==> config.mk <==
export PLATFORM = sky130hd
export DESIGN_NAME = stable_matching_engine_flat
export DESIGN_NICKNAME = d
export VERILOG_FILES = /design/src/design/smatch_pkg.sv /design/src/design/smatch_if.sv /design/src/design/stable_matching_engine.sv /design/src/design/smatch_mem.sv /design/src/flat_wrapper.sv
export SDC_FILE = /design/constraint.sdc
export NUM_CORES = 2
export LEC_CHECK = 0
export BUFFER_PORTS_ARGS = -buffer_cell sky130_fd_sc_hd__buf_2
export CORE_MARGIN = 8
export CORE_UTILIZATION = 57
export DETAILED_ROUTE_END_ITERATION = 8
export PLACE_DENSITY = 0.86
export SYNTH_ARGS = -nofsm -noshare
export SYNTH_HDL_FRONTEND = slang
export SYNTH_SLANG_ARGS = --single-unit
==> constraint.sdc <==
create_clock -name clk -period 3.7 [get_ports clk]
set_clock_uncertainty 0.05 [all_clocks]
set_input_delay 0.185 -clock clk [delete_from_list [all_inputs] [get_ports clk]]
set_output_delay 0.185 -clock clk [all_outputs]
set_load 0.1 [all_outputs]
==> src/design/smatch_pkg.sv <==
`default_nettype none
package smatch_pkg;
  localparam int MaxPeople = 16;
  localparam int PW = 4;
  localparam logic [1:0] OP_LOAD_PROP = 2'd0;
  localparam logic [1:0] OP_LOAD_RECV = 2'd1;
  localparam logic [1:0] OP_RUN       = 2'd2;
endpackage
`default_nettype wire

==> src/design/smatch_if.sv <==
`default_nettype none
interface smatch_in_if;
  logic       valid;
  logic       ready;
  logic [1:0] operation;
  logic [3:0] person;
  logic [3:0] rank;
  logic [3:0] choice;
  modport source (output valid, operation, person, rank, choice, input ready);
  modport sink (input valid, operation, person, rank, choice, output ready);
endinterface

interface smatch_out_if;
  logic       valid;
  logic       ready;
  logic [3:0] receiver;
  logic [3:0] partner;
  logic       partner_valid;
  logic       last;
  modport source (output valid, receiver, partner, partner_valid, last, input ready);
  modport sink (input valid, receiver, partner, partner_valid, last, output ready);
endinterface

interface smatch_cfg_if;
  logic       valid;
  logic       ready;
  logic [4:0] data;
  modport source (output valid, data, input ready);
  modport sink (input valid, data, output ready);
endinterface
`default_nettype wire

==> src/design/stable_matching_engine.sv <==
// Loads: accepted while idle, no result.
// Run: each proposal reads the proposer list and, if the receiver is taken,
// scans her list (n reads). After the run, n results follow, one per cycle
// while out_ch.ready is high.
// Input stalls from the run transfer until the last result transfers.
// Reset (synchronous, rst_n low): idle, participants = 16; lists undefined.
`default_nettype none
module stable_matching_engine import smatch_pkg::*; #(
  parameter int MAX_PEOPLE = MaxPeople
) (
  input wire logic clk,
  input wire logic rst_n,
  smatch_in_if.sink    in_ch,
  smatch_out_if.source out_ch,
  smatch_cfg_if.sink   cfg_ch
);
  localparam int IW = $clog2(MAX_PEOPLE);
  localparam int AW = 2 * IW;
  localparam int NW = IW + 1;

  localparam logic [2:0] S_IDLE = 3'd0, S_PREAD = 3'd1, S_PWAIT = 3'd2,
                         S_RREAD = 3'd3, S_RWAIT = 3'd4, S_NEXT = 3'd5, S_OUT = 3'd6;

  logic [2:0]    st_r, st_nxt;
  logic [4:0]    part_r;
  logic [NW-1:0] n_r;
  logic [IW-1:0] m_r, f_r, w_r, i_r, cur_r, rcnt_r;
  logic          rn_found_r, rc_found_r, changed_r;
  logic [NW-1:0] rn_r, rc_r, eng_cnt_r;
  logic [MAX_PEOPLE-1:0] taken_r, engaged_r;
  logic [IW-1:0] partner_r [MAX_PEOPLE];

  logic          pwe, rwe;
  logic [AW-1:0] waddr, praddr, rraddr;
  logic [PW-1:0] prdata, rrdata;

  smatch_mem #(.AW(AW)) u_pmem (.clk, .we(pwe), .waddr, .wdata(in_ch.choice),
    .raddr(praddr), .rdata(prdata));
  smatch_mem #(.AW(AW)) u_rmem (.clk, .we(rwe), .waddr, .wdata(in_ch.choice),
    .raddr(rraddr), .rdata(rrdata));

  logic in_xfer, in_ok;
  assign in_ch.ready = (st_r == S_IDLE);
  assign cfg_ch.ready = 1'b1;
  assign in_xfer = in_ch.valid && in_ch.ready;
  assign in_ok = (int'(in_ch.person) < MAX_PEOPLE) && (int'(in_ch.rank) < MAX_PEOPLE);
  assign waddr = {IW'(in_ch.person), IW'(in_ch.rank)};
  assign pwe = in_xfer && in_ok && in_ch.operation == OP_LOAD_PROP;
  assign rwe = in_xfer && in_ok && in_ch.operation == OP_LOAD_RECV;
  assign praddr = {m_r, f_r};
  assign rraddr = {w_r, i_r};

  logic [NW-1:0] n_eff;
  always_comb begin
    if (part_r == 5'd0) n_eff = NW'(1);
    else if (int'(part_r) > MAX_PEOPLE) n_eff = NW'(MAX_PEOPLE);
    else n_eff = NW'(part_r);
  end

  logic [NW-1:0] rn_fin, rc_fin;
  logic          win;
  always_comb begin
    rn_fin = rn_r;
    rc_fin = rc_r;
    if (!rn_found_r && int'(rrdata) == int'(m_r)) rn_fin = NW'(i_r);
    if (!rc_found_r && int'(rrdata) == int'(cur_r)) rc_fin = NW'(i_r);
    win = (rn_fin < n_r) && (rn_fin < rc_fin);
  end

  logic          last_f, last_m, scan_end, choice_ok, take_new, swap;
  logic          prop_done, pass_chg, run_done;
  logic [IW-1:0] w_sel;
  logic [NW-1:0] cnt_now;
  assign last_f = (NW'(f_r) + NW'(1) >= n_r);
  assign last_m = (NW'(m_r) + NW'(1) >= n_r);
  assign scan_end = (NW'(i_r) + NW'(1) >= n_r);
  assign choice_ok = (int'(prdata) < int'(n_r));
  assign w_sel = IW'(prdata);
  assign take_new = (st_r == S_PWAIT) && choice_ok && !taken_r[w_sel];
  assign swap = (st_r == S_RWAIT) && scan_end && win;
  assign prop_done = ((st_r == S_NEXT) && engaged_r[m_r]) ||
                     ((st_r == S_PWAIT) && (take_new || (!choice_ok && last_f))) ||
                     ((st_r == S_RWAIT) && scan_end && (win || last_f));
  assign pass_chg = changed_r || take_new || swap;
  assign cnt_now = take_new ? eng_cnt_r + NW'(1) : eng_cnt_r;
  assign run_done = prop_done && last_m && (cnt_now == n_r || !pass_chg);

  always_comb begin
    st_nxt = st_r;
    unique case (st_r)
      S_IDLE:  if (in_xfer && in_ch.operation == OP_RUN) st_nxt = S_NEXT;
      S_NEXT:  st_nxt = prop_done ? (run_done ? S_OUT : S_NEXT) : S_PREAD;
      S_PREAD: st_nxt = S_PWAIT;
      S_PWAIT: begin
        if (prop_done) st_nxt = run_done ? S_OUT : S_NEXT;
        else if (choice_ok) st_nxt = S_RREAD;
        else st_nxt = S_PREAD;
      end
      S_RREAD: st_nxt = S_RWAIT;
      S_RWAIT: begin
        if (!scan_end) st_nxt = S_RREAD;
        else if (prop_done) st_nxt = run_done ? S_OUT : S_NEXT;
        else st_nxt = S_PREAD;
      end
      S_OUT:   if (out_ch.ready && NW'(rcnt_r) + NW'(1) >= n_r) st_nxt = S_IDLE;
      default: st_nxt = S_IDLE;
    endcase
  end

  // S_NEXT: pick the next free proposer from m_r; S_PWAIT: choice in prdata
  always_ff @(posedge clk) begin
    if (!rst_n) begin
      st_r <= S_IDLE;
      part_r <= 5'd16;
    end else begin
      st_r <= st_nxt;
      if (cfg_ch.valid) part_r <= cfg_ch.data;
      if (in_xfer && in_ch.operation == OP_RUN) begin
        n_r <= n_eff;
        taken_r <= '0;
        engaged_r <= '0;
        eng_cnt_r <= '0;
        changed_r <= 1'b0;
        m_r <= '0;
        f_r <= '0;
      end
      if (take_new) begin
        taken_r[w_sel] <= 1'b1;
        partner_r[w_sel] <= m_r;
        engaged_r[m_r] <= 1'b1;
        eng_cnt_r <= cnt_now;
      end
      if (st_r == S_PWAIT && choice_ok && !take_new) begin
        w_r <= w_sel;
        cur_r <= partner_r[w_sel];
        i_r <= '0;
        rn_r <= n_r;
        rc_r <= n_r;
        rn_found_r <= 1'b0;
        rc_found_r <= 1'b0;
      end
      if (st_r == S_RWAIT) begin
        rn_r <= rn_fin;
        rc_r <= rc_fin;
        rn_found_r <= rn_found_r || int'(rrdata) == int'(m_r);
        rc_found_r <= rc_found_r || int'(rrdata) == int'(cur_r);
        if (!scan_end) i_r <= i_r + 1'b1;
      end
      if (swap) begin
        engaged_r[cur_r] <= 1'b0;
        engaged_r[m_r] <= 1'b1;
        partner_r[w_r] <= m_r;
      end
      if (prop_done) begin
        f_r <= '0;
        changed_r <= pass_chg && !last_m;
        if (!last_m) m_r <= m_r + 1'b1;
        else if (!run_done) m_r <= '0;
        if (run_done) rcnt_r <= '0;
      end else if ((st_r == S_PWAIT && !choice_ok) || (st_r == S_RWAIT && scan_end)) begin
        f_r <= f_r + 1'b1;
      end
      if (st_r == S_OUT && out_ch.ready) rcnt_r <= rcnt_r + 1'b1;
    end
  end

  assign out_ch.valid = (st_r == S_OUT);
  assign out_ch.receiver = 4'(rcnt_r);
  assign out_ch.partner_valid = taken_r[rcnt_r];
  assign out_ch.partner = taken_r[rcnt_r] ? 4'(partner_r[rcnt_r]) : 4'd0;
  assign out_ch.last = (NW'(rcnt_r) + NW'(1) >= n_r);
endmodule
`default_nettype wire

==> src/design/smatch_mem.sv <==
`default_nettype none
module smatch_mem import smatch_pkg::*; #(
  parameter int AW = 8
) (
  input  wire logic          clk,
  input  wire logic          we,
  input  wire logic [AW-1:0] waddr,
  input  wire logic [PW-1:0] wdata,
  input  wire logic [AW-1:0] raddr,
  output logic      [PW-1:0] rdata
);
  logic [PW-1:0] mem [2**AW];
  always_ff @(posedge clk) begin
    if (we) mem[waddr] <= wdata;
    rdata <= mem[raddr];
  end
endmodule
`default_nettype wire

==> src/flat_wrapper.sv <==
// flat-port wrapper written by rule: the top's interface ports become plain ports
module stable_matching_engine_flat import smatch_pkg::*;
#(
  parameter int MAX_PEOPLE = MaxPeople
)
  (clk, rst_n, in_ch_valid, in_ch_operation, in_ch_person, in_ch_rank, in_ch_choice, in_ch_ready, out_ch_valid, out_ch_receiver, out_ch_partner, out_ch_partner_valid, out_ch_last, out_ch_ready, cfg_ch_valid, cfg_ch_data, cfg_ch_ready);
  smatch_in_if in_ch_i ();
  smatch_out_if out_ch_i ();
  smatch_cfg_if cfg_ch_i ();
  input wire logic clk;
  input wire logic rst_n;
  input wire logic [$bits(in_ch_i.valid)-1:0] in_ch_valid;
  input wire logic [$bits(in_ch_i.operation)-1:0] in_ch_operation;
  input wire logic [$bits(in_ch_i.person)-1:0] in_ch_person;
  input wire logic [$bits(in_ch_i.rank)-1:0] in_ch_rank;
  input wire logic [$bits(in_ch_i.choice)-1:0] in_ch_choice;
  output wire logic [$bits(in_ch_i.ready)-1:0] in_ch_ready;
  output wire logic [$bits(out_ch_i.valid)-1:0] out_ch_valid;
  output wire logic [$bits(out_ch_i.receiver)-1:0] out_ch_receiver;
  output wire logic [$bits(out_ch_i.partner)-1:0] out_ch_partner;
  output wire logic [$bits(out_ch_i.partner_valid)-1:0] out_ch_partner_valid;
  output wire logic [$bits(out_ch_i.last)-1:0] out_ch_last;
  input wire logic [$bits(out_ch_i.ready)-1:0] out_ch_ready;
  input wire logic [$bits(cfg_ch_i.valid)-1:0] cfg_ch_valid;
  input wire logic [$bits(cfg_ch_i.data)-1:0] cfg_ch_data;
  output wire logic [$bits(cfg_ch_i.ready)-1:0] cfg_ch_ready;
  assign in_ch_i.valid = in_ch_valid;
  assign in_ch_i.operation = in_ch_operation;
  assign in_ch_i.person = in_ch_person;
  assign in_ch_i.rank = in_ch_rank;
  assign in_ch_i.choice = in_ch_choice;
  assign in_ch_ready = in_ch_i.ready;
  assign out_ch_valid = out_ch_i.valid;
  assign out_ch_receiver = out_ch_i.receiver;
  assign out_ch_partner = out_ch_i.partner;
  assign out_ch_partner_valid = out_ch_i.partner_valid;
  assign out_ch_last = out_ch_i.last;
  assign out_ch_i.ready = out_ch_ready;
  assign cfg_ch_i.valid = cfg_ch_valid;
  assign cfg_ch_i.data = cfg_ch_data;
  assign cfg_ch_ready = cfg_ch_i.ready;
  stable_matching_engine #(.MAX_PEOPLE(MAX_PEOPLE)) u_core (.clk(clk), .rst_n(rst_n), .in_ch(in_ch_i), .out_ch(out_ch_i), .cfg_ch(cfg_ch_i));
endmodule
---- Word-level counts from Yosys, hierarchy flattened ----
Memory sizes are Yosys's and may differ from the RTL's. A register that Yosys moved wholly into a read port is not among the register bits.
Index checks and enable logic that the tools add are counted.
operators by class
  add/sub/neg operators ................... 9
  magnitude comparators ................... 15
  equal/unequal tests ..................... 13
  mux-type cells .......................... 69
  bitwise gates (word level) .............. 5
  reduce and logical (&&, ||, !) cells .... 61
operator list
  kind                   number
  $mux W16               8
  $mux W4                16
  $or A16 B16 Y16        3
  $mux W5                9
  $logic_and A1 B1 Y1    25
  $mux W1                22
  $pmux W3 S7            1
  $add A4 B1 Y5 const B  4
  $ge A5 B5 Y1           4
  $lt A4 B5 Y1 const B   4
  $add A4 B1 Y4 const B  4
  $and A16 B16 Y16       1
  $not A16 Y16           1
  $mux W3                5
  $reduce_and A2 Y1      7
  $bmux W1 S4            3
  $demux W1 S4           3
  $ge A4 B1 Y1 const B   3
  $logic_or A1 B1 Y1     10
  $lt A5 B5 Y1           2
  $reduce_bool A2 Y1     5
  $eq A3 B3 Y1 const B   3
  $eq A4 B4 Y1           2
  $logic_not A1 Y1       7
  other kinds (18)       20
word-level totals
  bits in registers ....................... 83
  memory bits (writable) .................. 2112
  input bits .............................. 24
  output and inout port bits .............. 13
  word-level logic and storage cells ...... 192
  memories ................................ 3
memories
  memory             words  bits a word  read ports  clocked after Yosys merged registers in  write ports  RTL line                      RTL
  u_core.u_pmem.mem  256    4            1           1                                        1            smatch_mem.sv:12              logic [PW-1:0] mem [2**AW];
  u_core.u_rmem.mem  256    4            1           1                                        1            smatch_mem.sv:12
  u_core.partner_r   16     4            2           2                                        1            stable_matching_engine.sv:31  logic [IW-1:0] partner_r [MAX_PEOPLE];

---- Depth between registers and ports, before layout ----
  depth in word-level cells ............... 14
  depth in mapped cells ................... 14
  gate-level depth less buffers ........... 12

---- By module ----
A second synthesis with hierarchy kept.
unflattened totals
  cells, all modules ...................... 4797
  area total of the unflattened synthesis .. 90270.3 um2
by module, submodules not included
  module                  instances  cells an instance  area each (um2)  seq. area each (um2)
  smatch_mem              2          2051               40675.3          30829.6
  stable_matching_engine  1          695                8919.8           4534.3

---- Worst setup path before layout ----
No wires, ideal clock.
  path kind ............................... reg-to-reg
  from .................................... register u_core.st_r[0]
  to ...................................... memory u_core.u_rmem.mem[176][0] (enable)
  library setup time ...................... 0.329 ns
  arrival ................................. 4.495 ns
  required time ........................... 3.321 ns
  path slack .............................. -1.174 ns
  stages on the path, launching flop included .. 9
  path buffers ............................ 3
  period minus slack after synthesis ...... 4.874 ns
  path through ............................ dfxtp_1 clkbuf_1 nor3_1 nand2_1 nor3b_1 clkbuf_1 nand4_1 clkbuf_1 nor2_1
between the ends
  word-level cells in the longest chain between the ends .. 5
RTL lines
  element                        RTL line                       RTL
  start: declaration             stable_matching_engine.sv:24   logic [2:0] st_r, st_nxt;
  start signal: assignment       stable_matching_engine.sv:116  st_r <= st_nxt;
  $logic_not A3 Y1               stable_matching_engine.sv:43   assign in_ch.ready = (st_r == S_IDLE);
  named net in_ch_ready          flat_wrapper.sv:17             output wire logic [$bits(in_ch_i.ready)-1:0] in_ch_ready;
  $logic_and A1 B1 Y1            stable_matching_engine.sv:45   assign in_xfer = in_ch.valid && in_ch.ready;
  $logic_and A1 B1 Y1            stable_matching_engine.sv:49   assign rwe = in_xfer && in_ok && in_ch.operation == OP_LOAD_RECV;
  $mux W1                        smatch_mem.sv:14               if (we) mem[waddr] <= wdata;
  $mux W1 (not written as such)  smatch_mem.sv:14
  end: declaration               smatch_mem.sv:12
The timed path passes the listed nets, and every way through them passes these cells.

---- Final worst setup path ----
  from .................................... register u_core.cur_r[0], read port of u_core.partner_r
  to ...................................... memory u_core.partner_r[7][3] (netlist bit) (enable)
between the ends
  word-level cells in the longest chain between the ends .. 11
  elaborated cells on any way between the ends .. 12
  classes of those cells .................. order compare: 1; eq/ne: 1; mux: 6; reduce/logical: 4
RTL lines
  element                                              RTL line                       RTL
  start: declaration                                   stable_matching_engine.sv:27   logic [IW-1:0] m_r, f_r, w_r, i_r, cur_r, rcnt_r;
  $eq A4 B4 Y1 (*)                                     stable_matching_engine.sv:66   if (!rc_found_r && int'(rrdata) == int'(cur_r)) rc_fin = NW'(i_r);
  $logic_and A1 B1 Y1 (*)                              stable_matching_engine.sv:66
  $mux W5 (*)                                          stable_matching_engine.sv:66
  $lt A5 B5 Y1 (*)                                     stable_matching_engine.sv:67   win = (rn_fin < n_r) && (rn_fin < rc_fin);
  $logic_and A1 B1 Y1 (*)                              stable_matching_engine.sv:67
  $logic_and A1 B1 Y1 (*)                              stable_matching_engine.sv:80   assign swap = (st_r == S_RWAIT) && scan_end && win;
  $mux W1 (*)                                          stable_matching_engine.sv:149  if (swap) begin
  $mux W1 (*)                                          stable_matching_engine.sv:112  if (!rst_n) begin
  $mux W1 (not written as such) (*)                    stable_matching_engine.sv:152  partner_r[w_r] <= m_r;
  $reduce_or A4 Y1 (no line)                           --
  $mux W4 (no line) / $mux W1 (equally long branches)  --
  end: declaration                                     stable_matching_engine.sv:31
Every way passes the cells marked *; elsewhere a longest branch is shown, timed or not.

==> metrics <==
Synth Warn #=0; routed wire length=262000 um; fin crit period=3.88 ns; final core occ=0.648; Vias=52794; clock latency on the worst-skew pair=0.86 ns; post-synthesis register bit count=2211; Fin. Hold Viols=0; drt wl/cell=36.5 um; Yosys top cell area share=0.733; starting density of the core=0.574; synth unique cells=63; Combinational Power Share=0.208; GRT overflow=0; Synth top cells by count=edfxtp_1 (2191), nor2_1 (579), mux4_2 (542); NetSw=18200 uW; DP HPWL=131000 um; Clock Path Buffers=3; final worst slack=-0.183 ns; Hold Startpoint=in_ch_rank[0]; mapped cell area=0.0897 mm2; I/O pin count=37; Seq/Total Area, Yosys=0.738; syn_nets=4804; Die Span Y=413 um; Root Buffer=clkbuf_16; dominant synthesized flop cell=edfxtp_1; Async SR Flop Fraction=0; CP max stage delay=0.48 ns; Slew HR=0.255; final worst-path cycle share=1.05; area delta synth->final=12.8%; Power Dens Cells=628 mW/mm2; count leader, synth=edfxtp_1; DR DRC count=0; largest net degree at the start of global routing=173; Required @ worst endpoint=4.24 ns; Vias/cell=7.36; startpoint types=flip-flop; Worst Tran Pin Value=1.12 ns; initial antenna violation count=15; Num Clock Sinks=2211; vias in the first global route=52373; CTS clk-pin slew, worst paths=0.07 ns; Die Wd=413 um; Port Buffers=35; cell repeated most along the worst path=buf_4; Switching Fraction=0.287; Pleak=0.0319 uW; sequential share of power=0.444; power share of the clock group=0.348; CP arrival=4.42 ns; Cells after Synth=4741; Pint=45300 uW; failing checks=setup timing; Die ar.=0.170 mm2; Initial DRC Count=9398; max-slew violations=0; Placement Setup Slack=-0.0744 ns; Critical path origin=u_core.cur_r[0]; critical-path cell list=xnor2_2 -> nand4_1 -> buf_4 -> buf_4 -> buf_4 -> or3b_4 -> a2bb2oi_2 -> o21a_1 -> o2111a_2 -> nand2_1 -> a21oi_1 -> buf_4 -> nor2_1 -> buf_4; Final Setup Violations=87; GPL Wtd Cong=0.863; highest fanout seen on the critical path=6; Peak Freq=0.258 GHz; CP endpoint kind=flip-flop; # nets final=4993; Crit Path Category=reg2reg; overall power=63500 uW; reg2reg start=u_core.cur_r[0]; Max Cap Viol=0; CTS tree=yes; top post-synthesis cells by area=edfxtp_1 (73%), mux4_2 (14%), nor2_1 (2.4%); RSZ-0062 raised after global routing=yes; row count=145; 1st-pass router iterations=8; Post-synth EDFFs=2191; ratio of cells with drive above 1 in the final layout=0.242; outcome=complete, but fails checks; Worst VDD drop=505 uV; cell family with most CP delay=compound AO/OA/AOI/OAI gates; DRT antenna net count=0; first-pass GRT wire length=370000 um; Worst Hold Class=in2reg; CP max stage cell=edfxtp_1; largest area contributor in the netlist=edfxtp_1; Max H-tree Level=4; Core Area=0.156 mm2; clock buffer count from CTS=201; Syn Area/Cell=18.9 um2; Buf/Inv on CP=5; total track usage=0.299
==> layer usage <==
| layer | wire length, um | vias to the layer above | share of wire | track usage |
|---|---|---|---|---|
| met5 | 152 | - | 0.00058 | 0 |
| met4 | 21800 | 18 | 0.083 | 0.184 |
| met3 | 35600 | 1369 | 0.14 | 0.0843 |
| met2 | 123000 | 5635 | 0.47 | 0.481 |
| met1 | 80800 | 26129 | 0.31 | 0.362 |
| li1 | - | 19643 | - | - |
==> worst register-to-register path, stage by stage (launching register included) <==
cell and delay [ns]:
edfxtp_1 0.48, xnor2_2 0.23, nand4_1 0.27, buf_4 0.24, buf_4 0.13, buf_4 0.14, or3b_4 0.39, a2bb2oi_2 0.20
o21a_1 0.19, o2111a_2 0.36, nand2_1 0.18, a21oi_1 0.34, buf_4 0.21, nor2_1 0.05, buf_4 0.15
==> power by group through the flow <==
stage          clock network, uW  logic [uW]  registers (uW)
2_1_floorplan                  0        7960           28500
3_3_place_gp                   0       11500           28700
3_5_place_dp                   0       11900           28700
4_1_cts                    22000       12600           28100
5_1_grt                    22900       13500           28200
6_report                   22100       13200           28200
==> final cells by class <==
type	instances	area (um2)
timing repair buffer	292	2940
clock buffer	237	5160
inverter	28	105
sequential	2211	66200
multi-input combinational	2196	22500
tap	2058	2570
fill	8948	55000
clock inverter	139	1680
antenna	13	32.5
==> cells by family (layout without fill, tap and decap cells) <==
| group | count (synthesis) | count (layout) | share of synthesized area |
|---|---|---|---|
| mux | 816 | 816 | 0.168 |
| simple gates | 856 | 856 | 0.0392 |
| compound gates | 456 | 456 | 0.0322 |
| other cells | 1 | 14 | 0.0000418 |
| xor+xnor | 28 | 28 | 0.00273 |
| buf+inv | 334 | 696 | 0.0149 |
| fa+ha+maj | 39 | 39 | 0.00544 |
| flops | 2211 | 2211 | 0.738 |
==> sequential cells by signal, indices dropped and copies added (netlist names), named ones only <==
| name | flops |
|---|---|
| u_core.u_pmem.mem | 1024 |
| u_core.u_rmem.mem | 1024 |
| u_core.partner_r | 64 |
| u_core.engaged_r | 16 |
| u_core.taken_r | 16 |
| u_core.eng_cnt_r | 5 |
| u_core.n_r | 5 |
| u_core.part_r | 5 |
| u_core.rc_r | 5 |
| u_core.rn_r | 5 |
| u_core.cur_r | 4 |
| u_core.f_r | 4 |
| u_core.i_r | 4 |
| u_core.m_r | 4 |
| u_core.out_ch.receiver | 4 |
| u_core.u_pmem.rdata | 4 |
| u_core.u_rmem.rdata | 4 |
| u_core.w_r | 4 |
| u_core.st_r | 3 |
| u_core.changed_r | 1 |
| u_core.rc_found_r | 1 |
| u_core.rn_found_r | 1 |
==> metrics by stage <==
stage               area, um2  cells  setup TNS, ns  hold slack (ns)
floorplan               89700   4741          -2.95            0.234
global placement        93500   6743         -0.207            0.370
detailed placement      93500   6743          -1.29            0.381
CTS                    101000   7152              0           0.0111
global route           101000   7166         -11.18           0.0655
finish                 101000   7174          -8.41           0.0658
==> final timing paths <==
path | slack, ns | endpoint | depth (start not counted)
worst max-delay path | -0.18 | u_core.partner_r[7][3] | 14
worst min-delay path | 0.07 | u_core.u_rmem.mem[211][1] | 3
worst max register to register | -0.18 | u_core.partner_r[7][3] | 14
worst min register to register | 0.54 | u_core.n_r[0] | 1
==> timing repair <==
action	in CTS	in global routing
hold buffers	23	0
pin swaps	8	25
endpoints found under the hold margin	468	0
setup buffers	8	9
gates resized for setup	17	61
setup endpoints to repair	94	100
cloned	2	0
==> cell usage in the layout, fill, tap and decap left out, drive strengths merged, types with 18 or more instances in the layout <==
cell,netlist,routed
edfxtp,2191,2191
nor2,579,579
mux4,542,542
buf,99,266
clkbuf,207,238
mux2i,204,204
a21oi,155,155
nand2,132,132
o21ai,96,96
clkinv,2,94
mux2,70,70
o22ai,65,65
o221ai,64,64
nand3,45,45
ha,39,39
inv,26,32
bufinv,0,28
dlygate4sd3,0,23
a32o,22,22
dfxtp,20,20
xnor2,20,20
nor3,20,20
nand4,18,18
Power figures use the tool's default switching activity.
